--- config.mk ---
export PLATFORM = sky130hd
export DESIGN_NAME = vtpc_div_step
export DESIGN_NICKNAME = d
export VERILOG_FILES = /design/src/rtl/core/vtpc_pkg.sv /design/src/rtl/core/vtpc_div_step.sv
export SDC_FILE = /design/constraint.sdc
export NUM_CORES = 1
export LEC_CHECK = 0
export BUFFER_PORTS_ARGS = -buffer_cell sky130_fd_sc_hd__buf_2
export CAP_MARGIN = 40
export CORE_MARGIN = 3
export CORE_UTILIZATION = 46
export DETAILED_ROUTE_END_ITERATION = 16
export GPL_ROUTABILITY_DRIVEN = 0
export PLACE_DENSITY = 0.8
export SYNTH_ARGS = -nofsm -noshare
export SYNTH_HDL_FRONTEND = slang
export SYNTH_SLANG_ARGS = --single-unit
--- constraint.sdc ---
create_clock -name clk -period 0.8 [get_ports clk]
set_input_delay 0 -clock clk [delete_from_list [all_inputs] [get_ports clk]]
set_output_delay 0 -clock clk [all_outputs]
set_load 0.005 [all_outputs]
--- src/rtl/core/vtpc_pkg.sv ---
`timescale 1ns / 1ps
// ----------------------------------------------------------------------------
// vtpc_pkg
// Shared types and constants for the value to palette color pipeline.
// ----------------------------------------------------------------------------
package vtpc_pkg;

	// Field widths.
	localparam int SAMPLE_W = 32;
	localparam int TOL_W    = 31;
	localparam int CNT_W    = 5;
	localparam int FRAC_W   = 16;
	localparam int QUOT_W   = CNT_W + FRAC_W;
	localparam int CFG_IDX_W = 2;

	// Configuration register indexes.
	localparam logic [CFG_IDX_W-1:0] REG_BLACK_LEVEL = 2'd0;
	localparam logic [CFG_IDX_W-1:0] REG_TOLERANCE   = 2'd1;
	localparam logic [CFG_IDX_W-1:0] REG_COLOR_COUNT = 2'd2;

	// Request functions.
	localparam logic FUNC_WRITE = 1'b0;
	localparam logic FUNC_MAP   = 1'b1;

	// Sample classes decided at the front of the pipeline.
	localparam logic [1:0] CLS_BLACK = 2'd0;
	localparam logic [1:0] CLS_LAST  = 2'd1;
	localparam logic [1:0] CLS_FIRST = 2'd2;
	localparam logic [1:0] CLS_BLEND = 2'd3;

	localparam logic [31:0] BLACK_WORD = 32'hFF00_0000;
	localparam logic [7:0]  ALPHA_OPAQUE = 8'hFF;

	typedef struct packed {
		logic        func;
		logic [3:0]  entry_index;
		logic [31:0] entry_color;
		logic signed [31:0] sample;
	} vtpc_in_t;

	typedef struct packed {
		logic [7:0] red;
		logic [7:0] green;
		logic [7:0] blue;
		logic [7:0] alpha;
	} vtpc_out_t;

	// Control that travels with every request down the pipeline.
	typedef struct packed {
		logic             vld;
		logic             wr;
		logic [3:0]       idx;
		logic [31:0]      color;
		logic [1:0]       cls;
		logic [CNT_W-1:0] last;
	} vtpc_ctl_t;

endpackage

--- src/rtl/core/vtpc_div_step.sv ---
`timescale 1ns / 1ps
// ----------------------------------------------------------------------------
// vtpc_div_step
// One restoring division step: produces one quotient bit per stage.
// ----------------------------------------------------------------------------
module vtpc_div_step (
	input  logic                         clk,
	input  logic                         arst_n,
	input  vtpc_pkg::vtpc_ctl_t          ctl_in,
	input  logic [31:0]                  rem_in,
	input  logic [vtpc_pkg::QUOT_W-1:0]  word_in,
	input  logic [31:0]                  divisor,
	output vtpc_pkg::vtpc_ctl_t          ctl_s1,
	output logic [31:0]                  rem_s1,
	output logic [vtpc_pkg::QUOT_W-1:0]  word_s1
);
	import vtpc_pkg::*;

	logic [32:0] trial;
	logic [32:0] diff;
	logic        fits;

	// Shift in the next dividend bit and subtract when the divisor fits.
	always_comb begin
		trial = {rem_in, word_in[QUOT_W-1]};
		diff  = trial - {1'b0, divisor};
		fits  = (trial >= {1'b0, divisor});
	end

	always_ff @(posedge clk or negedge arst_n) begin
		if (!arst_n) begin
			ctl_s1.vld <= 1'b0;
		end else begin
			ctl_s1 <= ctl_in;
		end
	end

	always_ff @(posedge clk) begin
		rem_s1  <= fits ? diff[31:0] : trial[31:0];
		word_s1 <= {word_in[QUOT_W-2:0], fits};
	end

endmodule

; Yosys cells after proc, flatten, opt, wreduce, memory -nomap -nowiden
; Cells that the tools add are included.
[word_totals]
regBits = 98
input_bits = 132
output_inout_bits = 98
wordCells = 11
[op_classes]
n_addsub = 1
order_cmp = 1
mux = 1
[op_table]
columns = cell, count
row1 = >= comparator 33 x 32 -> 1 bit, 1
row2 = two-way mux 32 bit, 1
row3 = subtractor 32 bit, 1

; Longest topological paths before layout
[depth]
word_depth = 2
mapped_depth = 13
depth_no_buf = 11

; Worst setup path after synthesis
; OpenSTA, ideal clock, no wires.
[synth_timing]
path_type = in2reg
start = in divisor[23]
end = reg rem_s1[14]
setup_time_ns = 0.121
arrival_ns = 2.092
t_required_ns = 0.679
slack_ns = -1.413
stages = 11
n_path_buf = 2
cell_sequence = inv_1 -> ha_1 -> buf_6 -> and3_1 -> o21a_1 -> a311oi_2 -> o21ai_1 -> or3b_1 -> o21a_1 -> buf_6 -> mux2_4
[synth_via]
elab_chain_cells = 2
[synth_lines]
columns = item, line
row1 = from (decl), vtpc_div_step.sv:12  ; input logic [31:0] divisor,
row2 = >= comparator 33 x 32 -> 1 bit, vtpc_div_step.sv:27  ; fits = (trial >= {1'b0, divisor});
row3 = two-way mux 32 bit, vtpc_div_step.sv:39  ; rem_s1 <= fits ? diff[31:0] : trial[31:0];
row4 = to (signal assigned), vtpc_div_step.sv:39
row5 = to (decl), vtpc_div_step.sv:14  ; output logic [31:0] rem_s1,
; Every way passes these cells.
; A chain may end at the register's enable or synchronous reset.

; Worst setup path in the final report
[layout_timing]
start = in rem_in[22]
end = reg rem_s1[31]
[layout_via]
elab_chain_cells = 2
elab_cells_between_ends = 3
cone_classes = add/sub: 1 / order compare: 1 / mux: 1
[layout_lines]
columns = item, line
row1 = from (decl), vtpc_div_step.sv:10  ; input logic [31:0] rem_in,
row2 = subtractor 32 bit / >= comparator 33 x 32 -> 1 bit (equally long branches), "vtpc_div_step.sv:26, vtpc_div_step.sv:27"
row3 = two-way mux 32 bit (*), vtpc_div_step.sv:39
; Mark *: on every way between the ends. The rest lies on a longest branch, timed or not.

==> results by group <==
Drt
  • Total Routed Length: 20.5 mm
  • Max Used Layer: met4
  • Vias/cell: 5.33
  • Final ANT Viol Nets: 0
  • Met1 WL: 6.90 mm
  • Pre-antenna DRT Iters: 5
  • DRC: 0
  • WL met2: 10.9 mm
  • DR vias: 5526
  • Drt wl/cell: 19.8 um
  • WL met3: 1.46 mm
  • 1st-iter DRT viols: 360

Global route
  • Vias in the first global route: 5565
  • Largest net degree at the start of global routing: 46
  • First-pass GRT wire length: 28.1 mm
  • Grt total ovfl: 0
  • Total global-route track usage: 31.3%
  • Antenna violations before repair: 1

Synthesis
  • Synthesized cell area: 4730 um2
  • Register area share after synthesis: 50.8%
  • Synthesis warning total: 0
  • Async SR Flop Fraction: 1.02%
  • Most common flop cell mapped by yosys: dfxtp_1
  • Yosys cell types: 51
  • Mapped Cells: 457
  • Post-synth top area share: 27.9%
  • Syn_nets: 622
  • Cell type with the largest total area after synthesis: edfxtp_1
  • FF+latch count, synth: 98
  • Synth Area per Inst: 10.4 um2
  • EDFF count, synth: 44
  • Top cells by area, synth: edfxtp_1 (28%), dfxtp_1 (22%), ha_1 (8.5%), a21oi_1 (5.7%), inv_1 (3.6%)

CTS
  • Clk buf depth: 2
  • Clock transition at path regs: 110 ps
  • CTS root buffer: clkbuf_8
  • TritonCTS Buffers: 9
  • TritonCTS clock tree: yes
  • CTS H-tree lvls: 3
  • Sink Count: 98

Final layout
  • Layout cells sized above 1: 53.2%
  • Nets: 1062
  • Area Overhead vs Synth: 83.6%
  • Commonest non-fill, non-tap cell in the layout: buf_2
  • Post-route design area: 8690 um2
  • Most frequent cells in the layout: buf_2 (211), buf_4 (109), dlygate4sd3_1 (97)

Pwr
  • Internal power: 0.0101 W
  • Largest vdd supply drop: 0.970 mV
  • P_sw: 0.00472 W
  • P per Cell Area: 1700 nW/um2
  • Clk pwr share: 22.0%
  • Switching share of power: 31.9%
  • Combinational share of power: 36.3%
  • Pleak: 4.11 nW
  • Sequential power share: 41.7%
  • Total power: 0.0148 W

Worst setup path
  • Crit start category: input pin
  • CP Cell Sequence: buf_6, ha_4, a21o_1, o21a_1, a311oi_2, o21ai_2, buf_4, a2111oi_4, o31ai_2, xor2_1, mux2_4
  • WP data arrival: 2300 ps
  • Crit Path Max Fanout: 5
  • Worst path required time: 1060 ps
  • Slowest cell on crit path: a2111oi_4
  • Worst path max stage delay: 390 ps
  • Worst Setup End Kind: flop
  • Kind of critical path: in -> reg

STA
  • Setup violations, final: 129
  • Max-slew headroom: 73.5%
  • Slew @ Worst Pin: 397 ps
  • Fin. Hold Viols: 0
  • Final setup TNS: -45140 ps
  • RSZ-0062 raised after global routing: true
  • Tcrit/Tclk final: 255%
  • Slew Viols, Final: 0
  • Setup ws final: -1240 ps
  • F_max: 490 MHz
  • Final Critical Period: 2040 ps

Floorplanning
  • Floorplan core area: 9910 um2
  • I/O pins: 230
  • Initial cell density of the core: 47.8%
  • Die X-Extent: 107 um
  • Chip Height: 107 um
  • # rows: 36
  • Die Footprint: 11500 um2

Hold path
  • Worst hold path class: in -> reg

Placed design
  • Placed Area: 6850 um2
  • # port buffers: 229
  • Hpwl dp: 11.4 mm

Status
  • Outcome: finished, violations left
  • Failing checks: setup timing

Flow run
  • Max-Cap Viols: 0
power groups by stage:
stage / Sequential, W / Combinational (W) / Clock [W]
after detailed placement: 0.00612 / 0.00394 / 0
after floorplan: 0.00622 / 0.00179 / 0
after CTS: 0.00604 / 0.00470 / 0.00322
after global routing: 0.00621 / 0.00571 / 0.00353
after global placement: 0.00610 / 0.00381 / 0
final: 0.00616 / 0.00536 / 0.00324
flip-flops by register name, summed over array words and instances, names as in the netlist:
signal	cells
word_s1	21
ctl_s1	45
rem_s1	32
final timing paths:
check | start | end | slack (ps) | cells after the start
max | rem_in[22] | rem_s1[31]$_DFF_P_ | -1240 | 11
min | rem_in[4] | rem_s1[5]$_DFF_P_ | 40 | 4
max in group asynchronous | arst_n | ctl_s1[44]$_DFF_PN0_ | 430 | 3
min in group asynchronous | arst_n | ctl_s1[44]$_DFF_PN0_ | 260 | 3
worst max-delay path, delay by kind of cell:
family | cells | cell delay (ps)
buffers and inverters | 2 | 260
XOR/XNOR | 1 | 170
multiplexers | 1 | 280
adder cells (fa/ha/maj) | 1 | 240
AO/OA/AOI/OAI | 6 | 1350
metal layers:
| metal | vias to the layer above | GRT usage [%] |
|---|---|---|
| met5 | - | 0 |
| met4 | 0 | 16.1 |
| met3 | 115 | 6.24 |
| met2 | 314 | 58.2 |
| met1 | 2598 | 33.2 |
| li1 | 2499 | - |
area by class of cell:
type | instances | area [um2]
repair buffers | 446 | 3250
flip-flops and latches | 98 | 2450
multi-input cells | 296 | 2430
fillers | 495 | 1220
inverters | 46 | 185
well taps | 133 | 166
clock buffers | 9 | 124
clock inverters | 7 | 71.3
diodes | 2 | 5.00
cells by family after synthesis:
kind of cell / after synthesis / share of synthesized area, %
compound gates: 120 / 15.5
simple gates: 107 / 11.0
flops: 98 / 50.8
buf+inv: 63 / 6.00
fa+ha+maj: 33 / 8.88
xor+xnor: 26 / 4.81
mux: 10 / 2.96
per-stage QoR:
step | instances | util [%] | setup WS, ps | hold slack [ps]
finish | 1037 | 87.7 | -1240 | 43.4
global route | 1036 | 87.7 | -1340 | 13.4
CTS | 1033 | 84.1 | -1140 | -26.8
detailed placement | 910 | 69.2 | -1690 | -10.2
global placement | 910 | 69.2 | -1630 | -14.5
floorplan | 457 | - | -1340 | -296
cells in the mapped netlist, types with 5 or more instances:
cell type and instances:
a21oi_1 54, dfxtp_1 53, inv_1 46, edfxtp_1 44
nor2_1 37, ha_1 32, nand2_1 24, o21ai_0 17
xnor2_1 16, xor2_1 10, a21o_1 8, mux2_4 8
nand3_1 8, nand4_1 8, nand2b_1 7, o31ai_1 7
clkbuf_1 6, o21a_1 6, buf_2 5, buf_6 5
o21bai_1 5
repair_timing:
item	CTS	global route
setup buffers	8	2
endpoints found under the setup margin	129	131
pin swaps	14	9
resized for setup	55	93
hold buffers	97	0
gates cloned	2	0
hold endpoints to repair	97	0
(Power assumes the default switching activity.)
