### config.mk
export PLATFORM = sky130hd
export DESIGN_NAME = vtpc_palette
export DESIGN_NICKNAME = d
export VERILOG_FILES = /design/src/rtl/core/vtpc_pkg.sv /design/src/rtl/core/vtpc_palette.sv
export SDC_FILE = /design/constraint.sdc
export NUM_CORES = 2
export LEC_CHECK = 0
export BUFFER_PORTS_ARGS = -buffer_cell sky130_fd_sc_hd__buf_2
export CELL_PAD_IN_SITES_DETAIL_PLACEMENT = 1
export CELL_PAD_IN_SITES_GLOBAL_PLACEMENT = 2
export CORE_MARGIN = 5
export CORE_UTILIZATION = 46
export DETAILED_ROUTE_END_ITERATION = 6
export PLACE_DENSITY_LB_ADDON = 0.15
export SLEW_MARGIN = 20
export SYNTH_ARGS = -nofsm -noshare
export SYNTH_HDL_FRONTEND = slang
export SYNTH_SLANG_ARGS = --single-unit
### constraint.sdc
create_clock -name clk -period 8.2 [get_ports clk]
set_clock_uncertainty 0.1 [all_clocks]
set_input_delay 0.41 -clock clk [delete_from_list [all_inputs] [get_ports clk]]
set_output_delay 0.41 -clock clk [all_outputs]
set_load 0.02 [all_outputs]
### src/rtl/core/vtpc_pkg.sv
`timescale 1ns / 1ps
// ----------------------------------------------------------------------------
// vtpc_pkg
// Shared types and constants for the value to palette color pipeline.
// ----------------------------------------------------------------------------
package vtpc_pkg;

	// Field widths.
	localparam int SAMPLE_W = 32;
	localparam int TOL_W    = 31;
	localparam int CNT_W    = 5;
	localparam int FRAC_W   = 16;
	localparam int QUOT_W   = CNT_W + FRAC_W;
	localparam int CFG_IDX_W = 2;

	// Configuration register indexes.
	localparam logic [CFG_IDX_W-1:0] REG_BLACK_LEVEL = 2'd0;
	localparam logic [CFG_IDX_W-1:0] REG_TOLERANCE   = 2'd1;
	localparam logic [CFG_IDX_W-1:0] REG_COLOR_COUNT = 2'd2;

	// Request functions.
	localparam logic FUNC_WRITE = 1'b0;
	localparam logic FUNC_MAP   = 1'b1;

	// Sample classes decided at the front of the pipeline.
	localparam logic [1:0] CLS_BLACK = 2'd0;
	localparam logic [1:0] CLS_LAST  = 2'd1;
	localparam logic [1:0] CLS_FIRST = 2'd2;
	localparam logic [1:0] CLS_BLEND = 2'd3;

	localparam logic [31:0] BLACK_WORD = 32'hFF00_0000;
	localparam logic [7:0]  ALPHA_OPAQUE = 8'hFF;

	typedef struct packed {
		logic        func;
		logic [3:0]  entry_index;
		logic [31:0] entry_color;
		logic signed [31:0] sample;
	} vtpc_in_t;

	typedef struct packed {
		logic [7:0] red;
		logic [7:0] green;
		logic [7:0] blue;
		logic [7:0] alpha;
	} vtpc_out_t;

	// Control that travels with every request down the pipeline.
	typedef struct packed {
		logic             vld;
		logic             wr;
		logic [3:0]       idx;
		logic [31:0]      color;
		logic [1:0]       cls;
		logic [CNT_W-1:0] last;
	} vtpc_ctl_t;

endpackage

### src/rtl/core/vtpc_palette.sv
`timescale 1ns / 1ps
// ----------------------------------------------------------------------------
// vtpc_palette
// Palette memory, entry reads and the per-channel linear blend.
// ----------------------------------------------------------------------------
module vtpc_palette #(
	parameter int PALETTE_DEPTH = 16
) (
	input  logic                         clk,
	input  logic                         arst_n,
	input  vtpc_pkg::vtpc_ctl_t          ctl_in,
	input  logic [vtpc_pkg::QUOT_W-1:0]  quot,
	output logic                         result_valid,
	output vtpc_pkg::vtpc_out_t          result
);
	import vtpc_pkg::*;

	localparam int         AW      = (PALETTE_DEPTH > 2) ? $clog2(PALETTE_DEPTH) : 1;
	localparam logic [8:0] DEPTH_W = 9'(PALETTE_DEPTH);

	logic [31:0] mem [PALETTE_DEPTH];

	logic [CNT_W-1:0] base;
	logic [8:0]       sel_a;
	logic [8:0]       sel_b;
	logic [8:0]       wr_sel;

	logic              vld_s1;
	logic              map_s1;
	logic [1:0]        cls_s1;
	logic [FRAC_W-1:0] frac_s1;
	logic [31:0]       ent_a_s1;
	logic [31:0]       ent_b_s1;

	logic [FRAC_W:0] w_hi;
	logic [FRAC_W:0] w_lo;
	logic [24:0]     mix [3];
	logic [31:0]     word;

	// Read addresses: the segment ends, or a palette end entry.
	always_comb begin
		base   = quot[QUOT_W-1:FRAC_W];
		wr_sel = {5'd0, ctl_in.idx};
		sel_b  = {4'd0, base + CNT_W'(1)};
		unique case (ctl_in.cls)
			CLS_BLEND: sel_a = {4'd0, base};
			CLS_LAST:  sel_a = {4'd0, ctl_in.last};
			default:   sel_a = 9'd0;
		endcase
	end

	// Writes and reads happen in request order at this one stage.
	always_ff @(posedge clk) begin
		if (ctl_in.vld && ctl_in.wr && (wr_sel < DEPTH_W)) begin
			mem[wr_sel[AW-1:0]] <= ctl_in.color;
		end
		ent_a_s1 <= mem[sel_a[AW-1:0]];
		ent_b_s1 <= mem[sel_b[AW-1:0]];
		cls_s1   <= ctl_in.cls;
		frac_s1  <= quot[FRAC_W-1:0];
		map_s1   <= !ctl_in.wr;
	end

	always_ff @(posedge clk or negedge arst_n) begin
		if (!arst_n) begin
			vld_s1 <= 1'b0;
		end else begin
			vld_s1 <= ctl_in.vld;
		end
	end

	// Blend each color channel and pick the final word.
	always_comb begin
		w_hi = {1'b0, frac_s1};
		w_lo = 17'h10000 - w_hi;
		for (int c = 0; c < 3; c++) begin
			mix[c] = 25'(w_hi) * 25'(ent_b_s1[8*c +: 8])
				+ 25'(w_lo) * 25'(ent_a_s1[8*c +: 8]);
		end
		unique case (cls_s1)
			CLS_BLACK: word = BLACK_WORD;
			CLS_BLEND: word = {ALPHA_OPAQUE, mix[2][23:16], mix[1][23:16], mix[0][23:16]};
			default:   word = ent_a_s1;
		endcase
	end

	// Output register and strobe.
	always_ff @(posedge clk or negedge arst_n) begin
		if (!arst_n) begin
			result_valid <= 1'b0;
		end else begin
			result_valid <= vld_s1 && map_s1;
		end
	end

	always_ff @(posedge clk) begin
		result.red   <= word[7:0];
		result.green <= word[15:8];
		result.blue  <= word[23:16];
		result.alpha <= word[31:24];
	end

endmodule
* Word-level counts from Yosys, hierarchy flattened
Memory sizes are Yosys's and may differ from the RTL's. A register that Yosys moved wholly into a read port is not among the register bits. Cells that the tools add are included.
Storage, ports and cells: bits in writable memories 512, input port bits 68, output and inout port bits 33, word-level logic and storage cells 34, register bits 53, memories kept 1
Operators by class: $mul 6, $lt $le $gt $ge 1, equal/unequal tests 3, reduce and logical (&&, ||, !) cells 5, muxes and demuxes 4, $add $sub $neg 5
Memory list:
- mem | depth 16, bits a word 32, read ports 2, clocked after Yosys merged registers in 2, write ports 1, RTL line vtpc_palette.sv:21 | logic [31:0] mem [PALETTE_DEPTH];
Operators with widths (number):
- $add A24 B24 Y24 | 3
- $mul A16 B8 Y24 | 3
- $mul A17 B8 Y24 | 3
- $pmux W32 S2 | 1
- $sub A17 B16 Y17 const A | 1
- $pmux W4 S2 | 1
- $lt A4 B5 Y1 const B | 1
- $add A4 B1 Y4 const B | 1
- $eq A2 B2 Y1 const B | 2
- $logic_and A1 B1 Y1 | 3
- $eq A2 B1 Y1 const B | 1
- $logic_not A2 Y1 | 1
- $mux W1 | 2
- $logic_not A1 Y1 | 1

* Longest topological paths before layout
depth after elaboration 4, depth in mapped cells 29, gate-level depth less buffers 27

* Worst setup path after synthesis
Ideal clock, no wire load.
path type register to register, start register frac_s1[0], end register result[31] (netlist name), setup time 0.132 ns, stages on the path, launching flop included 28, period minus slack after synthesis 7.114 ns, required time 7.968 ns, arrival time 6.882 ns, setup slack 1.086 ns, buffers on the path 3, path through dfxtp_1 clkbuf_1 clkbuf_1 inv_1 ha_1 nand3b_2 nor2_1 xnor2_1 clkbuf_1 nand2_1 fa_1 inv_1 fa_1 fa_1 fa_1 fa_1 inv_1 fa_1 inv_1 ha_1 a21o_1 a221o_1 o21a_1 a211oi_2 o21ai_1 mux2i_1 o2111ai_1 o311ai_1
Between the ends: longest elaborated chain between the ends 4, elaborated cells between the ends (all ways) 5, those cells by class 2 x add/sub; 2 x mul; 1 x mux
Ends and longest elaborated chain:
- start, declared | RTL line vtpc_palette.sv:31 | logic [FRAC_W-1:0] frac_s1;
- start signal, assigned | RTL line vtpc_palette.sv:60 | frac_s1 <= quot[FRAC_W-1:0];
- $sub A17 B16 Y17 | RTL line vtpc_palette.sv:75 | w_lo = 17'h10000 - w_hi;
- $mul A17 B8 Y24 | RTL line vtpc_palette.sv:78 | + 25'(w_lo) * 25'(ent_a_s1[8*c +: 8]);
- $add A24 B24 Y24 (*) | RTL line vtpc_palette.sv:78
- $pmux W32 S2 (*) | RTL line vtpc_palette.sv:80 | unique case (cls_s1)
- named net word[7] | RTL line vtpc_palette.sv:38 | logic [31:0] word;
- end, declared | RTL line vtpc_palette.sv:14 | output vtpc_pkg::vtpc_out_t result
Mark *: on every way through the listed nets, which the timed path passes. The rest lies on a longest branch.

* Final worst setup path
start register frac_s1[4], end register result[15] (netlist name)
The elaborated chain is that of the path after synthesis.

==> flow_metrics.py <==
metrics = {
    "run_status": {
        "run_status": "finished, final reports clean",
    },
    "worst_setup_path": {
        "cp-start-kind": "flip-flop",
        "crit_slowest_cell": "o31ai_2",
        "rrSetupSlack_ps": 370,
        "max_stage_delay_ps": 590,
        "regToRegStartpoint": "frac_s1[4]$_DFF_P_",
        "path_delay_family": "adder cells",
        "critical_path.max_fanout": 13,
        "path_buf_inv": 4,
        "worst-path-stages": 25,
        "crit_type": "flip-flop to flip-flop",
        "cp.arrival_ps": 8280,
        "reg2reg_depth": 25,
        "required_ps": 8650,
        "cp-end-kind": "flip-flop",
        "crit_path_frequent_cell": "fa_1",
        "r2r-end": "result[15]$_DFF_P_",
    },
    "cts": {
        "path_clk_slew_ps": 60,
        "cts_buffers": 72,
        "cts_root_buf": "clkbuf_16",
        "clk_latency_ps": 670,
        "cts_sinks": 621,
        "max-clock-path-buffers": 3,
        "cts_tree": "built",
        "htreeDepth": 3,
        "post_cts_buffers": 0,
    },
    "sta": {
        "whs_ps": 55.5,
        "hold_viol": 0,
        "setup_ws_ps": 372,
        "rsz0062_at_grt": "false",
        "tightest_slew_ps": 1070,
        "slew_headroom": 0.284,
        "setup_viol": 0,
        "fmax_mhz": 128,
        "fin_crit_ps": 7830,
        "maxSlewViolCount": 0,
        "final.period_utilization": 0.955,
        "setup_tns_ps": 0,
    },
    "flow_run": {
        "timing.max_cap.violations": 0,
    },
    "logic_synthesis": {
        "ys.flop_type": "edfxtp_1",
        "syn-num-nets": 4797,
        "yosys.area_share.adder": 0.315,
        "yosysMostFrequentCell": "inv_1",
        "yosys-top-cells-count": "inv_1, fa_1, nand2_1, edfxtp_1, and2_1",
        "synth_top_area_share": 0.316,
        "synth_edf_count": 512,
        "synth_simple_gate_area_frac": 0.100,
        "synth.cell_area_um2": 48600,
        "synth_xor_area_frac": 0.00919,
        "synth_compound_area_frac": 0.0234,
        "syn_area_per_cell_um2": 12.5,
        "synth_cells": 3889,
        "ys_seq_elements": 621,
        "synth_cell_types": 62,
        "synth_mux_area_frac": 0.116,
        "seq_area_frac_synth": 0.361,
        "synthArstFlopShare": 0.00322,
        "synth_area_leaders": "edfxtp_1, fa_1, mux4_2, inv_1, ha_1",
        "yosys_warnings": 0,
        "synth_area_leader_cell": "edfxtp_1",
        "synth_top_family_by_area": "adder cells",
    },
    "global_route": {
        "first_global_vias": 34500,
        "grt_usage": 0.250,
        "grt_pass1_wl_mm": 210,
        "overflow": 0,
        "grt_start_max_net_pins": 77,
        "antenna_found_initial": 6,
    },
    "die": {
        "ios": 101,
        "die_x_um": 335,
        "core.rowCount": 119,
        "initial_core_util": 0.462,
        "die_area_um2": 112000,
        "core_um2": 105000,
        "die_h_um": 335,
    },
    "worst_hold_path": {
        "hold_start": "ctl_in[15]",
        "hp-class": "primary input to flip-flop",
        "min_path_cells": 1,
        "hold_end": "mem[6][8]$_DFFE_PP_",
    },
    "cells_and_area": {
        "drive_gt1_frac": 0.147,
        "area_growth_pct": 10.8,
        "multi_input_area_um2": 27700,
        "fillCellCount": 10700,
        "nets": 4900,
        "regArea_um2": 17600,
        "postLayoutCoreUtil": 0.512,
    },
    "routing": {
        "final_antenna_net_count": 0,
        "drt_iter0_drc": 1622,
        "wl_mm": 136,
        "num_vias": 29800,
        "drc": 0,
        "route.detailed.wl_per_inst_um": 24.9,
        "drt_pass1_iterations": 5,
        "viasPerCell": 5.47,
    },
    "placed_design": {
        "gp_congestion": 0.784,
        "hpwl_mm": 92.5,
        "dp_slack_ps": 258,
        "numPortBuffers": 98,
    },
}
## final cells by class
class | instances | share of cell area
Timing Repair Buffer | 242 | 0.0321
Clock inverter | 35 | 0.00699
Sequential cell | 621 | 0.326
Antenna cell | 6 | 0.000279
Inverter | 726 | 0.0506
Tap cell | 1391 | 0.0323
Multi-Input combinational cell | 2329 | 0.515
Clock buffer | 99 | 0.0366
## what timing repair did
action                     in CTS  in global routing
resized for setup               0                  3
setup endpoints to repair       0                  3
hold endpoints to repair      444                  0
hold buffers                   51                  0
## cell families after synthesis
group / Yosys count
AO/OA/AOI/OAI: 165
XOR/XNOR: 51
adder cells (fa/ha/maj): 840
buffers and inverters: 939
flip-flops: 621
multiplexers: 253
AND/OR/NAND/NOR: 1020
## flip-flops by register name (all words and copies together), names as in the netlist
signal / count
mem: 512
frac_s1: 16
ent_b_s1: 24
result_valid: 1
vld_s1: 1
ent_a_s1: 32
cls_s1: 2
map_s1: 1
result: 32
## stage by stage
stage | instances | area [um2]
floorplan | 3889 | 48600
global placement | 5258 | 50900
detailed placement | 5258 | 51000
CTS | 5443 | 53800
global route | 5444 | 53800
finish | 5449 | 53900
## worst register-to-register path: stages (launching register included)
cell and delay, ps:
dfxtp_1 310, nor3_2 300, nand2b_1 200, nor4_4 210, nand2_1 330, nor4_2 350
xnor2_2 170, buf_4 270, nand2_1 130, fa_1 570, inv_1 60, fa_1 560
fa_1 460, fa_1 480, fa_1 500, inv_1 50, fa_1 470, inv_1 60
ha_1 340, and4_1 230, nand2_1 70, o31ai_2 590, a31oi_1 300, o211ai_2 310
xnor2_1 110, a31o_1 210
## cell usage in the layout, fill, tap and decap left out, drive strengths merged, types with 4 or more instances in the layout
cell type / count
ha: 201
fa: 639
a211oi: 39
buf: 191
diode: 6
nand2: 596
and2: 330
nor3: 12
nor4: 6
dlygate4sd3: 51
dfxtp: 107
mux2: 4
mux4: 248
clkbuf: 99
o21bai: 5
a31oi: 36
xor2: 16
edfxtp: 512
inv: 729
a21oi: 21
xnor2: 35
nand4: 4
a21o: 8
and4: 7
and3: 7
nand2b: 12
o31ai: 6
a22o: 5
nor2: 23
o21ai: 25
clkinvlp: 4
or3: 5
clkinv: 25
nand3: 10
## how the worst max path moves through the flow
stage	slack, ps	startpoint	end
final	370	frac_s1[4]$_DFF_P_	result[15]$_DFF_P_
after global placement	300	frac_s1[0]$_DFF_P_	result[31]$_DFF_P_
after global routing	30	frac_s1[0]$_DFF_P_	result[31]$_DFF_P_
after detailed placement	260	frac_s1[4]$_DFF_P_	result[31]$_DFF_P_
after CTS	240	frac_s1[4]$_DFF_P_	result[31]$_DFF_P_
after floorplan	1090	frac_s1[0]$_DFF_P_	result[31]$_DFF_P_
## layer usage
layer | vias up | global-route usage | wire length, um
met4 | 2 | 0.0599 | 3210
li1 | 12900 | - | -
met1 | 16100 | 0.312 | 54900
met5 | - | 0 | 13
met2 | 647 | 0.454 | 71200
met3 | 189 | 0.0427 | 6360
Power is not shown: default switching activity piles up to over one toggle a cycle in this logic, so the estimate is an artifact.
