## src/rtl/core/vtpc_pkg.sv

```systemverilog
`timescale 1ns / 1ps
// ----------------------------------------------------------------------------
// vtpc_pkg
// Shared types and constants for the value to palette color pipeline.
// ----------------------------------------------------------------------------
package vtpc_pkg;

	// Field widths.
	localparam int SAMPLE_W = 32;
	localparam int TOL_W    = 31;
	localparam int CNT_W    = 5;
	localparam int FRAC_W   = 16;
	localparam int QUOT_W   = CNT_W + FRAC_W;
	localparam int CFG_IDX_W = 2;

	// Configuration register indexes.
	localparam logic [CFG_IDX_W-1:0] REG_BLACK_LEVEL = 2'd0;
	localparam logic [CFG_IDX_W-1:0] REG_TOLERANCE   = 2'd1;
	localparam logic [CFG_IDX_W-1:0] REG_COLOR_COUNT = 2'd2;

	// Request functions.
	localparam logic FUNC_WRITE = 1'b0;
	localparam logic FUNC_MAP   = 1'b1;

	// Sample classes decided at the front of the pipeline.
	localparam logic [1:0] CLS_BLACK = 2'd0;
	localparam logic [1:0] CLS_LAST  = 2'd1;
	localparam logic [1:0] CLS_FIRST = 2'd2;
	localparam logic [1:0] CLS_BLEND = 2'd3;

	localparam logic [31:0] BLACK_WORD = 32'hFF00_0000;
	localparam logic [7:0]  ALPHA_OPAQUE = 8'hFF;

	typedef struct packed {
		logic        func;
		logic [3:0]  entry_index;
		logic [31:0] entry_color;
		logic signed [31:0] sample;
	} vtpc_in_t;

	typedef struct packed {
		logic [7:0] red;
		logic [7:0] green;
		logic [7:0] blue;
		logic [7:0] alpha;
	} vtpc_out_t;

	// Control that travels with every request down the pipeline.
	typedef struct packed {
		logic             vld;
		logic             wr;
		logic [3:0]       idx;
		logic [31:0]      color;
		logic [1:0]       cls;
		logic [CNT_W-1:0] last;
	} vtpc_ctl_t;

endpackage

```

## src/rtl/core/vtpc_front.sv

```systemverilog
`timescale 1ns / 1ps
// ----------------------------------------------------------------------------
// vtpc_front
// Input register, sample classification and the scaling multiply that
// forms the dividend of the position divider.
// ----------------------------------------------------------------------------
module vtpc_front #(
	parameter int PALETTE_DEPTH = 16
) (
	input  logic                          clk,
	input  logic                          arst_n,
	input  logic                          take,
	input  vtpc_pkg::vtpc_in_t            req,
	input  logic signed [31:0]            black_level,
	input  logic [vtpc_pkg::TOL_W-1:0]    tolerance,
	input  logic [vtpc_pkg::CNT_W-1:0]    color_count,
	output vtpc_pkg::vtpc_ctl_t           ctl_s3,
	output logic [vtpc_pkg::CNT_W+31:0]   prod_s3
);
	import vtpc_pkg::*;

	localparam logic [8:0] DEPTH_W = 9'(PALETTE_DEPTH);

	logic             vld_s1;
	vtpc_in_t         req_s1;
	vtpc_ctl_t        ctl_s2;
	logic [31:0]      u_s2;
	logic [CNT_W-1:0] cnt_m1_s2;

	logic [CNT_W-1:0]   count;
	logic signed [32:0] s_ext;
	logic signed [32:0] tol_ext;
	logic signed [32:0] sum;
	logic [1:0]         cls;

	// Input register.
	always_ff @(posedge clk or negedge arst_n) begin
		if (!arst_n) begin
			vld_s1 <= 1'b0;
		end else begin
			vld_s1 <= take;
		end
	end

	always_ff @(posedge clk) begin
		req_s1 <= req;
	end

	// Clamp the count to the palette and classify the sample.
	always_comb begin
		count = color_count;
		if ({4'd0, color_count} > DEPTH_W) begin
			count = DEPTH_W[CNT_W-1:0];
		end
		if (count < CNT_W'(2)) begin
			count = CNT_W'(2);
		end
		s_ext   = {req_s1.sample[31], req_s1.sample};
		tol_ext = $signed({2'b00, tolerance});
		sum     = s_ext + tol_ext;
		if (req_s1.sample < black_level) begin
			cls = CLS_BLACK;
		end else if (s_ext >= tol_ext) begin
			cls = CLS_LAST;
		end else if (s_ext <= -tol_ext) begin
			cls = CLS_FIRST;
		end else begin
			cls = CLS_BLEND;
		end
	end

	always_ff @(posedge clk or negedge arst_n) begin
		if (!arst_n) begin
			ctl_s2.vld <= 1'b0;
		end else begin
			ctl_s2.vld   <= vld_s1;
			ctl_s2.wr    <= (req_s1.func == FUNC_WRITE);
			ctl_s2.idx   <= req_s1.entry_index;
			ctl_s2.color <= req_s1.entry_color;
			ctl_s2.cls   <= cls;
			ctl_s2.last  <= count - CNT_W'(1);
		end
	end

	always_ff @(posedge clk) begin
		u_s2      <= sum[31:0];
		cnt_m1_s2 <= count - CNT_W'(1);
	end

	// Position scaled by the number of palette segments.
	always_ff @(posedge clk or negedge arst_n) begin
		if (!arst_n) begin
			ctl_s3.vld <= 1'b0;
		end else begin
			ctl_s3 <= ctl_s2;
		end
	end

	always_ff @(posedge clk) begin
		prod_s3 <= {5'd0, u_s2} * 37'(cnt_m1_s2);
	end

endmodule

```

## config.mk

```make
export PLATFORM = sky130hd
export DESIGN_NAME = vtpc_front
export DESIGN_NICKNAME = d
export VERILOG_FILES = /design/src/rtl/core/vtpc_pkg.sv /design/src/rtl/core/vtpc_front.sv
export SDC_FILE = /design/constraint.sdc
export NUM_CORES = 1
export LEC_CHECK = 0
export BUFFER_PORTS_ARGS = -buffer_cell sky130_fd_sc_hd__buf_2
export CORE_MARGIN = 3
export CORE_UTILIZATION = 60
export CTS_BUF_LIST = sky130_fd_sc_hd__clkbuf_8
export DETAILED_ROUTE_END_ITERATION = 10
export PLACE_DENSITY_LB_ADDON = 0.08
export SYNTH_ARGS = -nofsm -noshare
export SYNTH_HDL_FRONTEND = slang
export SYNTH_SLANG_ARGS = --single-unit
```

## constraint.sdc

```tcl
create_clock -name clk -period 6 [get_ports clk]
set_clock_uncertainty 0.15 [all_clocks]
set_input_delay 0 -clock clk [delete_from_list [all_inputs] [get_ports clk]]
set_output_delay 0 -clock clk [all_outputs]
set_load 0.05 [all_outputs]
```

; ---- Yosys cells after proc, flatten, opt, wreduce, memory -nomap -nowiden
; Cells that the tools add are included.
[totals]
regBits = 234
output_inout_bits = 82
[classes]
addsub = 3
n_mul = 1
order_cmp = 5
n_mux = 4
bitwise = 1
reduce_logical = 1
[ops]
columns = cell, count
row1 = $mul A32 B5 Y37, 1
row2 = $le A32 B33 Y1, 1
row3 = $neg A31 Y33, 1
row4 = $add A32 B32 Y32, 1
row5 = $ge A32 B32 Y1, 1
row6 = $lt A32 B32 Y1, 1
row7 = $mux W5, 2
row8 = $gt A5 B5 Y1 const B, 1
row9 = $lt A5 B2 Y1 const B, 1
row10 = $sub A5 B1 Y5 const B, 1
row11 = $mux W1, 2
row12 = $reduce_or A2 Y1, 1
row13 = $not A1 Y1, 1

; ---- Logic depth before layout (Yosys ltp)
; Gate-level depths: netlist of run 1.
[logic_depth]
depth_word = 5
ltp_mapped = 18
mapped_depth_nobuf = 17

; ---- Worst setup path after synthesis of run 1
; No wires, ideal clock.
[synth_timing]
kind = register to register
from = register cnt_m1_s2[4]
to = register prod_s3[34] in the netlist's numbering
t_arrival_ns = 4.329
setup_slack_ns = 1.398
stages_incl_launch_ff = 17
n_path_buf = 1
path_cell_list = dfxtp_1 clkbuf_1 nand2_1 fa_1 fa_1 fa_1 inv_1 ha_1 a211oi_2 o2111ai_1 a211oi_2 nor3_1 o41ai_2 o21ai_1 a21oi_1 o21ai_1 xor2_1
[synth_via]
elab_chain_cells = 1
[synth_lines]
columns = element, line_no
row1 = "start, declared", vtpc_front.sv:28  ; logic [CNT_W-1:0] cnt_m1_s2;
row2 = "start signal, assigned", vtpc_front.sv:87  ; cnt_m1_s2 <= count - CNT_W'(1);
row3 = $mul A32 B5 Y37, vtpc_front.sv:100  ; prod_s3 <= {5'd0, u_s2} * 37'(cnt_m1_s2);
row4 = "end signal, assigned", vtpc_front.sv:100
row5 = "end, declared", vtpc_front.sv:18  ; output logic [vtpc_pkg::CNT_W+31:0] prod_s3
; No other way between the ends.
; A chain may end at the register's enable or synchronous reset.

; ---- Worst setup path in the final report of run 1
[layout_timing]
from = register cnt_m1_s2[3]
to = register prod_s3[34] in the netlist's numbering
; The elaborated chain is that of the path after synthesis.

==> run metrics, run 1 <==
internal power=4.98 mW; chain of cells forming the critical path=buf_4 -> and2_1 -> fa_1 -> fa_1 -> inv_1 -> fa_1 -> inv_1 -> ha_1 -> a21oi_1 -> o21ai_1 -> a211oi_2 -> nor3_1 -> o41ai_2 -> o21ai_1 -> a21oi_1 -> o21ai_1 -> xor2_1; count of TritonRoute iterations in the first routing pass=5; status=finished clean; number of antenna violations at the first check in global routing=0; setup slack at placement=0.753 ns; Comb pwr share=61.0%; count of routing violations after the opening detailed-route iteration=857; Final Worst Setup Slack=0.676 ns; Power Density=471 nW/um^2; required time of the critical path=6.26 ns; average vias per placed instance=5.38; element type at the critical path end=register; clock tree from TritonCTS=built; via count=12300; Syn. warnings=0; Die W=165 um; worst path bufs/invs=3; total inserted antenna cells=0; max-slew violation total from the final report=0; Cells after Synth=1498; summed instance area of the synthesized netlist=15100 um^2; power share of the clock group=15.7%; largest cells by area after synthesis=sky130_fd_sc_hd__dfxtp_1 (19%), sky130_fd_sc_hd__edfxtp_1 (17%), sky130_fd_sc_hd__ha_1 (14%); fraction of the yosys area taken by sequential cells=36.9%; arrival time worst endpoint=5.59 ns; type of the setup path with the least slack=register to register; adder and majority cell fraction of the synthesized area=26.3%; starting utilization of the core area=61.7%; Async SR Flop Fraction=1.28%; cell taking the most area after synthesis=sky130_fd_sc_hd__dfxtp_1; Crit Path Max Fanout=21; slew at the pin closest to its max-slew limit=1.16 ns; maximum clock frequency=188 MHz; unrepaired setup endpoints after global routing=false; number of top-level design ports=222; Root Buffer Master=sky130_fd_sc_hd__clkbuf_8; switching power=4.12 mW; CP delay by family, top=adder cells; overall die area=27200 um^2; remaining number of nets flagged by the antenna check after routing=0; port buffer count=221; worst-case vdd ir drop=442 uV; XOR/XNOR Fraction of Synth Area=4.75%; Net Count, Synth=1901; Sink Count=234; Die Span Y=165 um; combinational family with the most area after synthesis=adder cells; area of the core region=24500 um^2; most frequent standard cell in the layout excluding fill and tap cells=sky130_fd_sc_hd__inv_1; post-route DRC violation count=0; routability congestion estimate=0.879; flops & latches, synth=234; compound-cell area share of the yosys netlist=11.5%; GRT Resource Usage Total=28.6%; number of hold-slack violations in the final timing report=0; final HPWL from detailed placement=24300 um; fin crit period=5.32 ns; pin count of the biggest net entering global routing=92; Routed WL per cell=16.7 um; count of distinct cell types in the synthesized netlist=70; Switching Share=45.3%; standard-cell rows=57; clock buffer depth=3; vias in the first global route=12600; max-cap violations=0; setup TNS=0 ns; FILL cells=1625; number of enable-type register cells in the synthesized netlist=88; CP peak stage delay=0.72 ns; global-route wire length before repair=62300 um; kind of start point of the critical path=register; sequential power share=23.2%; simple-gate share of the synthesized area=14.4%; area added between synthesis and finish=27.8%; Total Nets Final=2334; top flip-flop cell by instance count after synthesis=sky130_fd_sc_hd__dfxtp_1; cts bufs inserted=38; Post-Route Utilization=78.8%; H-tree depth reported by CTS=2; Leak=9.35 nW; Tightest Hold Check Type=primary input to register; leftover overflow at the end of global routing=0; Max-slew headroom=22.7%; share of the synthesized area in the top cell type=18.9%; portion of netlist area occupied by mux cells=0.0662%; share of post-route cells with drive strength above 1=15.5%; Final setup viols=0; crit share post-route=88.7%; Slowest cell on crit path=sky130_fd_sc_hd__dfxtp_1; top library cells by usage in the layout, fill and taps aside=sky130_fd_sc_hd__inv_1 (231), sky130_fd_sc_hd__buf_2 (220), sky130_fd_sc_hd__dlygate4sd3_1 (195); Clock Latency Late Sink=0.54 ns; Avg Inst Size Synth=10.1 um^2; total routed wirelength=38100 um; clock transition at the registers of the reported paths=0.06 ns
==> final cells by class <==
cell class / count / area, um^2 / area share, %
Clock buffer: 50 / 688 / 3.56
Clock inverter: 20 / 119 / 0.615
Inverter: 218 / 818 / 4.23
Multi-Input combinational cell: 1018 / 8620 / 44.6
Sequential cell: 234 / 5580 / 28.9
Tap cell: 324 / 405 / 2.10
Timing Repair Buffer: 421 / 3100 / 16.0
==> path summary, 6_finish.rpt <==
path	start	end	slack [ns]	cells after the start
setup / recovery	cnt_m1_s2[3]$_DFF_P_	prod_s3[34]$_DFF_P_	0.68	17
hold / removal	tolerance[17]	u_s2[19]$_DFF_P_	0.03	5
setup reg to reg	cnt_m1_s2[3]$_DFF_P_	prod_s3[34]$_DFF_P_	0.68	17
hold reg to reg	vld_s1$_DFF_PN0_	ctl_s2[44]$_DFF_PN0_	0.20	0
max in group asynchronous	arst_n	ctl_s2[44]$_DFF_PN0_	4.88	2
min in group asynchronous	arst_n	ctl_s3[44]$_DFF_PN0_	0.13	2
==> tightest hold or removal path: cells and delay by family <==
kind	cells	cell delay [ns]
fa+ha+maj	1	0.21
simple gates	1	0.16
xor+xnor	1	0.13
buf+inv	1	0.10
compound gates	1	0.08
==> cells in the mapped netlist, types with 5 or more instances <==
| cell type | n |
|---|---|
| sky130_fd_sc_hd__a21o_1 | 54 |
| sky130_fd_sc_hd__a21oi_1 | 81 |
| sky130_fd_sc_hd__a31oi_1 | 6 |
| sky130_fd_sc_hd__and2_1 | 123 |
| sky130_fd_sc_hd__and3_1 | 7 |
| sky130_fd_sc_hd__clkbuf_1 | 28 |
| sky130_fd_sc_hd__dfxtp_1 | 143 |
| sky130_fd_sc_hd__edfxtp_1 | 88 |
| sky130_fd_sc_hd__fa_1 | 91 |
| sky130_fd_sc_hd__ha_1 | 172 |
| sky130_fd_sc_hd__inv_1 | 217 |
| sky130_fd_sc_hd__nand2_1 | 87 |
| sky130_fd_sc_hd__nand2b_1 | 7 |
| sky130_fd_sc_hd__nand3_1 | 22 |
| sky130_fd_sc_hd__nand4_1 | 24 |
| sky130_fd_sc_hd__nor2_1 | 75 |
| sky130_fd_sc_hd__nor2b_1 | 9 |
| sky130_fd_sc_hd__nor3_1 | 27 |
| sky130_fd_sc_hd__nor4_1 | 13 |
| sky130_fd_sc_hd__o21a_1 | 5 |
| sky130_fd_sc_hd__o21ai_0 | 32 |
| sky130_fd_sc_hd__o21ai_1 | 11 |
| sky130_fd_sc_hd__o21bai_1 | 14 |
| sky130_fd_sc_hd__o31ai_1 | 5 |
| sky130_fd_sc_hd__or4_1 | 5 |
| sky130_fd_sc_hd__xnor2_1 | 61 |
| sky130_fd_sc_hd__xor2_1 | 21 |
==> routing by layer <==
metal	vias up	share of wire [%]	track usage, %
li1	5910	-	-
met1	5713	41	36.8
met2	537	47	47.5
met3	134	7.1	5.37
met4	0	4.3	11.9
met5	-	0	0
==> power groups by stage <==
stage               combinational [mW]  clock [mW]  sequential (mW)
finish                            5.55        1.43             2.11
global route                      6.25        1.52             2.14
CTS                               5.49        1.43             2.11
detailed placement                5.34           0             2.14
global placement                  5.24           0             2.13
floorplan                         3.74           0             2.61
==> cells by family (layout without fill, tap and decap cells) <==
| group | Yosys count | count (layout) |
|---|---|---|
| flops | 234 | 234 |
| simple gates | 416 | 416 |
| compound gates | 256 | 256 |
| xor+xnor | 82 | 82 |
| fa+ha+maj | 263 | 263 |
| mux | 1 | 1 |
| buf+inv | 246 | 709 |
==> sequential cells by signal, summed over array words and instances, names as in the netlist <==
signal     count
ctl_s3        45
cnt_m1_s2      5
ctl_s2        45
vld_s1         1
req_s1        69
prod_s3       37
u_s2          32
==> repair_timing <==
action	4_1_cts	5_1_grt
gates resized for setup	0	0
hold buffers	195	0
buffers inserted	0	0
endpoints found under the setup margin	0	0
endpoints found under the hold margin	116	0
==> stage by stage <==
step | hold slack, ns | power, mW | cells | cell area [um^2]
after floorplan | -0.446 | 6.34 | 1498 | 15100
after global placement | -0.0482 | 7.38 | 2020 | 16600
after detailed placement | -0.0464 | 7.48 | 2020 | 16600
after CTS | 0.000344 | 9.02 | 2285 | 19300
after global routing | 0.0577 | 9.92 | 2285 | 19300
final | 0.0318 | 9.10 | 2285 | 19300
No activity file was read; power rests on OpenSTA's default activity.
==> inputs of run 2 (changes only) <==
ABC_AREA = 1   (was not set)
CTS_CLUSTER_SIZE = 24   (was not set)
==> run 2 against run 1 <==
Effect of this change:
- clock power is essentially flat
- final area grew 4.2%
- via count grew 14%
- critical path type unchanged
- sequential cell count is the same
- worst hold slack gained 0.0094 ns
- final cell count grew 20%
==> run metrics, run 2 <==
status=finished clean (unchanged); clock tree from TritonCTS=built (unchanged); slew at the pin closest to its max-slew limit=1.20 ns (was 1.16 ns); remaining number of nets flagged by the antenna check after routing=0 (unchanged); number of non-filler instances in the completed layout=2750 (was 2285); leftover overflow at the end of global routing=0 (unchanged); Async SR Flop Fraction=1.28% (unchanged); global-route wire length before repair=67700 um (was 62300 um); fraction of the yosys area taken by sequential cells=34.8% (was 36.9%); Syn. warnings=0 (unchanged); fin crit period=4.85 ns (was 5.32 ns); share of post-route cells with drive strength above 1=12.6% (was 15.5%); H-tree depth reported by CTS=2 (unchanged); cts bufs inserted=37 (was 38); chain of cells forming the critical path=nand2_1 -> inv_1 -> fa_1 -> fa_1 -> inv_1 -> fa_1 -> inv_1 -> ha_1 -> a21oi_1 -> nor2_1 -> nor2_1 -> a21boi_1 -> nor2_1 -> nor3_1 -> nand2_1 -> nand2_1 -> nand2_1 (was buf_4 -> and2_1 -> fa_1 -> fa_1 -> inv_1 -> fa_1 -> inv_1 -> ha_1 -> a21oi_1 -> o21ai_1 -> a211oi_2 -> nor3_1 -> o41ai_2 -> o21ai_1 -> a21oi_1 -> o21ai_1 -> xor2_1); area added between synthesis and finish=25.5% (was 27.8%); sequential power share=23.2% (about the same); power share of the clock group=15.4% (was 15.7%); Sink Count=234 (unchanged); Avg Inst Size Synth=8.21 um^2 (was 10.1 um^2); Final setup viols=0 (unchanged); FF-to-FF Start=cnt_m1_s2[2]$_DFF_P_ (was cnt_m1_s2[3]$_DFF_P_); worst-case register-to-register setup slack=1.15 ns (was 0.68 ns); required time of the critical path=6.26 ns (about the same); Reg2Reg Capture Point=prod_s3[35]$_DFF_P_ (was prod_s3[34]$_DFF_P_); worst path bufs/invs=3 (unchanged); pin count of the biggest net entering global routing=77 (was 92); number of hold-slack violations in the final timing report=0 (unchanged); Tightest Hold Check Type=primary input to register (unchanged); top flip-flop cell by instance count after synthesis=sky130_fd_sc_hd__dfxtp_1 (unchanged); largest cells by area after synthesis=sky130_fd_sc_hd__dfxtp_1 (18%), sky130_fd_sc_hd__edfxtp_1 (16%), sky130_fd_sc_hd__ha_1 (13%) (was sky130_fd_sc_hd__dfxtp_1 (19%), sky130_fd_sc_hd__edfxtp_1 (17%), sky130_fd_sc_hd__ha_1 (14%)); port buffer count=221 (unchanged); total power consumption of the routed design=9.17 mW (was 9.10 mW); number of placed cells counting well taps=2497 (was 2020); Power Density=455 nW/um^2 (was 471 nW/um^2); setup fix buffers added after clock tree synthesis=0 (unchanged); Switching Share=48.6% (was 45.3%); Max-slew headroom=20.0% (was 22.7%); maximum clock frequency=206 MHz (was 188 MHz); Die Span Y=170 um (was 165 um); element type at the critical path end=register (unchanged); total routed wirelength=41400 um (was 38100 um); max-slew violation total from the final report=0 (unchanged); switching power=4.46 mW (was 4.12 mW); source of the critical timing path=cnt_m1_s2[2]$_DFF_P_ (was cnt_m1_s2[3]$_DFF_P_); count of TritonRoute iterations in the first routing pass=5 (unchanged); arrival time worst endpoint=5.11 ns (was 5.59 ns); kind of start point of the critical path=register (unchanged); CP peak stage delay=1.11 ns (was 0.72 ns); count of distinct cell types in the synthesized netlist=41 (was 70); overall die area=28700 um^2 (was 27200 um^2); number of top-level design ports=222 (unchanged); most frequent standard cell in the layout excluding fill and tap cells=sky130_fd_sc_hd__nand2_1 (was sky130_fd_sc_hd__inv_1); via count=14100 (was 12300); share of the synthesized area in the top cell type=17.8% (was 18.9%); summed instance area of the synthesized netlist=16000 um^2 (was 15100 um^2); Slowest cell on crit path=sky130_fd_sc_hd__dfxtp_1 (unchanged); list of most frequent post-synthesis cells=sky130_fd_sc_hd__nand2_1 (444), sky130_fd_sc_hd__inv_1 (420), sky130_fd_sc_hd__ha_1 (172) (was sky130_fd_sc_hd__inv_1 (217), sky130_fd_sc_hd__ha_1 (172), sky130_fd_sc_hd__dfxtp_1 (143)); Top Registers=req_s1 (69), ctl_s2 (45), ctl_s3 (45) (unchanged); vias in the first global route=14500 (was 12600); max-cap violations=0 (unchanged); crit share post-route=80.9% (was 88.7%); worst-case vdd ir drop=329 uV (was 442 uV); final HPWL from detailed placement=29000 um (was 24300 um); Net Count, Synth=2358 (was 1901); internal power=4.71 mW (was 4.98 mW); clock transition at the registers of the reported paths=0.07 ns (was 0.06 ns); type of the setup path with the least slack=register to register (unchanged); depth of the worst register-to-register path=17 (unchanged); routability congestion estimate=0.890 (was 0.879); CP endpoint=prod_s3[35]$_DFF_P_ (was prod_s3[34]$_DFF_P_); Root Buffer Master=sky130_fd_sc_hd__clkbuf_8 (unchanged); area of the core region=26200 um^2 (was 24500 um^2); number of antenna violations at the first check in global routing=1 (was 0); unrepaired setup endpoints after global routing=false (unchanged); top library cells by usage in the layout, fill and taps aside=sky130_fd_sc_hd__nand2_1 (444), sky130_fd_sc_hd__inv_1 (437), sky130_fd_sc_hd__buf_2 (220) (was sky130_fd_sc_hd__inv_1 (231), sky130_fd_sc_hd__buf_2 (220), sky130_fd_sc_hd__dlygate4sd3_1 (195)); Post-Route Utilization=76.9% (was 78.8%); Cells after Synth=1955 (was 1498); dominant cell by count in the synthesized netlist=sky130_fd_sc_hd__nand2_1 (was sky130_fd_sc_hd__inv_1); Crit Path Max Fanout=32 (was 21); Crit path depth=17 (unchanged); Routed WL per cell=15.1 um (was 16.7 um); average vias per placed instance=5.11 (was 5.38); Total Nets Final=2788 (was 2334); area of all placed cells without fillers=20100 um^2 (was 19300 um^2); most common cell type on the critical path=sky130_fd_sc_hd__nand2_1; post-place instance area=17500 um^2 (was 16600 um^2); starting utilization of the core area=61.2% (was 61.7%); Leak=11.0 nW (was 9.35 nW); clock buffer depth=3 (unchanged); post-route DRC violation count=0 (unchanged); CP delay by family, top=adder cells (unchanged); Comb pwr share=61.4% (was 61.0%); GRT Resource Usage Total=28.9% (was 28.6%); Largest register FFs=69 (unchanged); flops & latches, synth=234 (unchanged); count of routing violations after the opening detailed-route iteration=969 (was 857); register ranked first by flip-flop count=req_s1 (unchanged); standard-cell rows=59 (was 57); cell taking the most area after synthesis=sky130_fd_sc_hd__dfxtp_1 (unchanged); Clock Latency Late Sink=0.55 ns (was 0.54 ns); number of enable-type register cells in the synthesized netlist=88 (unchanged); setup TNS=0 ns (unchanged); Die W=170 um (was 165 um)
[run 2: worst min-delay path: cells and delay by family]
family,cells,cell delay (ns)
xor+xnor,1,0.17
buf+inv,3,0.33
fa+ha+maj,1,0.19
[run 2: cell type report]
type | count | area (um^2)
clock buffer | 39 | 537
inverter | 435 | 1630
antenna | 2 | 5.00
timing repair buffer | 408 | 2970
fill | 1862 | 6060
sequential | 234 | 5580
clock inverter | 28 | 230
tap | 335 | 419
multi-input combinational | 1269 | 8770
[run 2: power groups by stage]
| stage | clock network [mW] | logic, mW | registers, mW |
|---|---|---|---|
| after floorplan | 0 | 3.70 | 2.60 |
| after global placement | 0 | 5.34 | 2.15 |
| after detailed placement | 0 | 5.45 | 2.16 |
| after CTS | 1.43 | 5.59 | 2.12 |
| after global routing | 1.51 | 6.36 | 2.15 |
| final | 1.41 | 5.63 | 2.13 |
[run 2: logic make-up after synthesis]
logic type | after synthesis | share of synthesized area, %
AO/OA/AOI/OAI | 228 | 7.73
XOR/XNOR | 71 | 3.87
adder cells (fa/ha/maj) | 263 | 24.8
buffers and inverters | 452 | 10.6
flip-flops | 234 | 34.8
AND/OR/NAND/NOR | 707 | 18.3
[run 2: what timing repair did]
item | in CTS | in global routing
setup endpoints to repair | 0 | 0
hold buffers | 184 | 0
resized for setup | 0 | 0
hold endpoints to repair | 126 | 0
[run 2: through the flow]
step / setup WS [ns] / hold slack [ns]
finish: 1.15 / 0.0412
global route: 0.748 / 0.0674
CTS: 1.18 / 0.000726
detailed placement: 1.22 / -0.0464
global placement: 1.28 / -0.0482
floorplan: 2.11 / -0.446
[run 2: worst min path at each step]
stage	start	endpoint	slack (ns)	cells past startpoint
3_5_place_dp	req[45]	req_s1[45]$_DFF_P_	-0.05	1
2_1_floorplan	arst_n	ctl_s2[44]$_DFF_PN0_	-0.45	0
6_report	tolerance[22]	u_s2[22]$_DFF_P_	0.04	5
3_3_place_gp	req[22]	req_s1[22]$_DFF_P_	-0.05	1
4_1_cts	tolerance[6]	u_s2[7]$_DFF_P_	0.0007	6
5_1_grt	tolerance[22]	u_s2[22]$_DFF_P_	0.07	5
[run 2: layer usage]
layer | track usage, % | wire length (um)
met5 | 0 | 7
met4 | 12.7 | 1730
met3 | 5.03 | 2460
met2 | 50.6 | 20100
met1 | 35.3 | 17100
==> inputs of run 3 (changes only) <==
CORE_UTILIZATION = 55   (was 60)
clock period = 4 ns   (was 6 ns; I/O delays follow)
==> run 3 against run 2 <==
Effect of this change:
- final area grew 5.1%
- routed wire length is 3.7% higher
- worst hold slack gained 0.0035 ns
- global-route usage decreased by 2.5 points
- register-to-register slack worse by 1.1 ns
- sequential cell count did not move
- clock power grew 47%
- via count grew 1.4%
- sequential share of layout area fell by 1.3 points
- first-iteration DRC count decreased by 18%
- critical endpoint is now prod_s3[29]$_DFF_P_
- largest power group unchanged
- highest routed layer is now met4
==> run metrics, run 3 (synthesized netlist as in run 2, its figures left out) <==
status=finished clean (unchanged); type of the setup path with the least slack=register to register (unchanged); depth of the worst register-to-register path=18 (was 17); internal power=8.69 mW (was 4.71 mW); worst-case vdd ir drop=584 uV (was 329 uV); number of antenna violations at the first check in global routing=0 (was 1); max-slew violation total from the final report=0 (unchanged); number of stages on the worst hold path=6 (was 5); total routed wirelength=42900 um (was 41400 um); area of the core region=28200 um^2 (was 26200 um^2); via count=14300 (was 14100); leftover overflow at the end of global routing=0 (unchanged); starting utilization of the core area=56.8% (was 61.2%); most frequent standard cell in the layout excluding fill and tap cells=sky130_fd_sc_hd__inv_1 (was sky130_fd_sc_hd__nand2_1); vias in the first global route=14400 (was 14500); post-place instance area=17900 um^2 (was 17500 um^2); element type at the critical path end=register (unchanged); clock transition at the registers of the reported paths=0.06 ns (was 0.07 ns); Tightest Hold Check Type=primary input to register (unchanged); arrival time worst endpoint=4.28 ns (was 5.11 ns); count of TritonRoute iterations in the first routing pass=5 (unchanged); Die W=177 um (was 170 um); count of routing violations after the opening detailed-route iteration=796 (was 969); standard-cell rows=61 (was 59); crit share post-route=99.8% (was 80.9%); Routed WL per cell=15.1 um (about the same); Leak=11.3 nW (was 11.0 nW); remaining number of nets flagged by the antenna check after routing=0 (unchanged); GRT Resource Usage Total=26.4% (was 28.9%); power share of the clock group=12.4% (was 15.4%); Post-Route Utilization=75.0% (was 76.9%); number of top-level design ports=222 (unchanged); number of hold-slack violations in the final timing report=0 (unchanged); Power Density=788 nW/um^2 (was 455 nW/um^2); Max-slew headroom=51.7% (was 20.0%); total inserted antenna cells=0 (was 2); slew at the pin closest to its max-slew limit=0.725 ns (was 1.20 ns); FILL cells=2075 (was 1862); maximum clock frequency=250 MHz (was 206 MHz); final HPWL from detailed placement=29700 um (was 29000 um); overall die area=31300 um^2 (was 28700 um^2); Sink Count=234 (unchanged); Total Nets Final=2833 (was 2788); Largest register FFs=69 (unchanged); unrepaired setup endpoints after global routing=true (was false); share of post-route cells with drive strength above 1=18.6% (was 12.6%); area added between synthesis and finish=32.0% (was 25.5%); register ranked first by flip-flop count=req_s1 (unchanged); Top Registers=req_s1 (69), ctl_s2 (45), ctl_s3 (45) (unchanged); port buffer count=221 (unchanged); routability congestion estimate=0.882 (was 0.890); switching power=8.00 mW (was 4.46 mW); Crit Path Max Fanout=16 (was 32); clock buffer depth=3 (unchanged); clock tree from TritonCTS=built (unchanged); required time of the critical path=4.29 ns (was 6.26 ns); Die Span Y=177 um (was 170 um); area of all placed cells without fillers=21200 um^2 (was 20100 um^2); H-tree depth reported by CTS=2 (unchanged); cts bufs inserted=39 (was 37); global-route wire length before repair=67600 um (was 67700 um); average vias per placed instance=5.02 (was 5.11); post-route DRC violation count=0 (unchanged); pin count of the biggest net entering global routing=59 (was 77); max-cap violations=0 (unchanged); kind of start point of the critical path=register (unchanged); Root Buffer Master=sky130_fd_sc_hd__clkbuf_8 (unchanged); top library cells by usage in the layout, fill and taps aside=sky130_fd_sc_hd__inv_1 (436), sky130_fd_sc_hd__nand2_1 (421), sky130_fd_sc_hd__buf_2 (220) (was sky130_fd_sc_hd__nand2_1 (444), sky130_fd_sc_hd__inv_1 (437), sky130_fd_sc_hd__buf_2 (220)); Final setup viols=0 (unchanged); fin crit period=3.99 ns (was 4.85 ns); Clock Latency Late Sink=0.56 ns (was 0.55 ns); setup TNS=0 ns (unchanged); Comb pwr share=68.7% (was 61.4%); Switching Share=47.9% (was 48.6%); sequential power share=18.9% (was 23.2%)
## run 3: power by group through the flow
stage | sequential, mW | clock (mW) | combinational (mW)
global placement | 3.19 | 0 | 8.93
global route | 3.19 | 2.23 | 12.6
detailed placement | 3.20 | 0 | 9.05
CTS | 3.15 | 2.10 | 9.27
finish | 3.16 | 2.07 | 11.5
floorplan | 3.91 | 0 | 5.55
## run 3: layout make-up
| type | count | area, um^2 | area share [%] |
|---|---|---|---|
| clock buffer | 49 | 674 | 3.18 |
| clock inverter | 23 | 97.6 | 0.461 |
| inverter | 435 | 1630 | 7.71 |
| multi-input combinational | 1269 | 9320 | 44.0 |
| sequential | 234 | 5590 | 26.4 |
| tap | 378 | 473 | 2.23 |
| timing repair buffer | 451 | 3390 | 16.0 |
## run 3: metal layers
layer	up-vias	global-route usage [%]	wire [um]
met5	-	0	0
li1	7047	-	-
met4	0	9.98	1700
met1	6634	33.5	18000
met3	119	3.95	2260
met2	455	45.8	21000
## run 3: critical path, cell delays in order, from the launching register on
cell and delay, ns:
sky130_fd_sc_hd__dfxtp_4 0.38, sky130_fd_sc_hd__buf_12 0.15, sky130_fd_sc_hd__nand2_1 0.09, sky130_fd_sc_hd__fa_1 0.57, sky130_fd_sc_hd__fa_1 0.46, sky130_fd_sc_hd__fa_1 0.55
sky130_fd_sc_hd__inv_1 0.06, sky130_fd_sc_hd__ha_4 0.26, sky130_fd_sc_hd__a21oi_1 0.21, sky130_fd_sc_hd__nand2_1 0.19, sky130_fd_sc_hd__nand2_1 0.12, sky130_fd_sc_hd__nand3_2 0.12
sky130_fd_sc_hd__nand2_1 0.11, sky130_fd_sc_hd__nand2_2 0.09, sky130_fd_sc_hd__nand2_1 0.09, sky130_fd_sc_hd__nand2_2 0.06, sky130_fd_sc_hd__nand2_1 0.09, sky130_fd_sc_hd__a21o_1 0.11
sky130_fd_sc_hd__nand2_1 0.04
## run 3: through the flow
step                hold slack (ns)  power (mW)  worst slack, ns  cells
finish                       0.0446        16.7          0.00701   2839
global route                 0.0562        18.0           -0.161   2839
global placement            -0.0585        12.1           0.0117   2572
CTS                         0.00816        14.5        -0.000763   2830
floorplan                    -0.446        9.46            0.106   1955
detailed placement          -0.0480        12.3          -0.0208   2572
## run 3: path summary, 6_finish.rpt
kind                                      start                    to  slack [ns]
setup / recovery           cnt_m1_s2[4]$_DFF_P_   prod_s3[29]$_DFF_P_       0.007
hold / removal                     tolerance[6]       u_s2[7]$_DFF_P_        0.04
setup reg to reg           cnt_m1_s2[4]$_DFF_P_   prod_s3[29]$_DFF_P_       0.007
hold reg to reg              req_s1[57]$_DFF_P_  ctl_s2[32]$_DFFE_PP_        0.21
max in group asynchronous                arst_n  ctl_s2[44]$_DFF_PN0_        2.62
min in group asynchronous                arst_n      vld_s1$_DFF_PN0_        0.88
## run 3: timing repair
item | in CTS | in global routing
hold buffers | 186 | 0
cloned | 0 | 3
setup endpoints to repair | 2 | 25
endpoints found under the hold margin | 166 | 0
setup buffers | 0 | 6
pin swaps | 0 | 30
resized for setup | 2 | 132
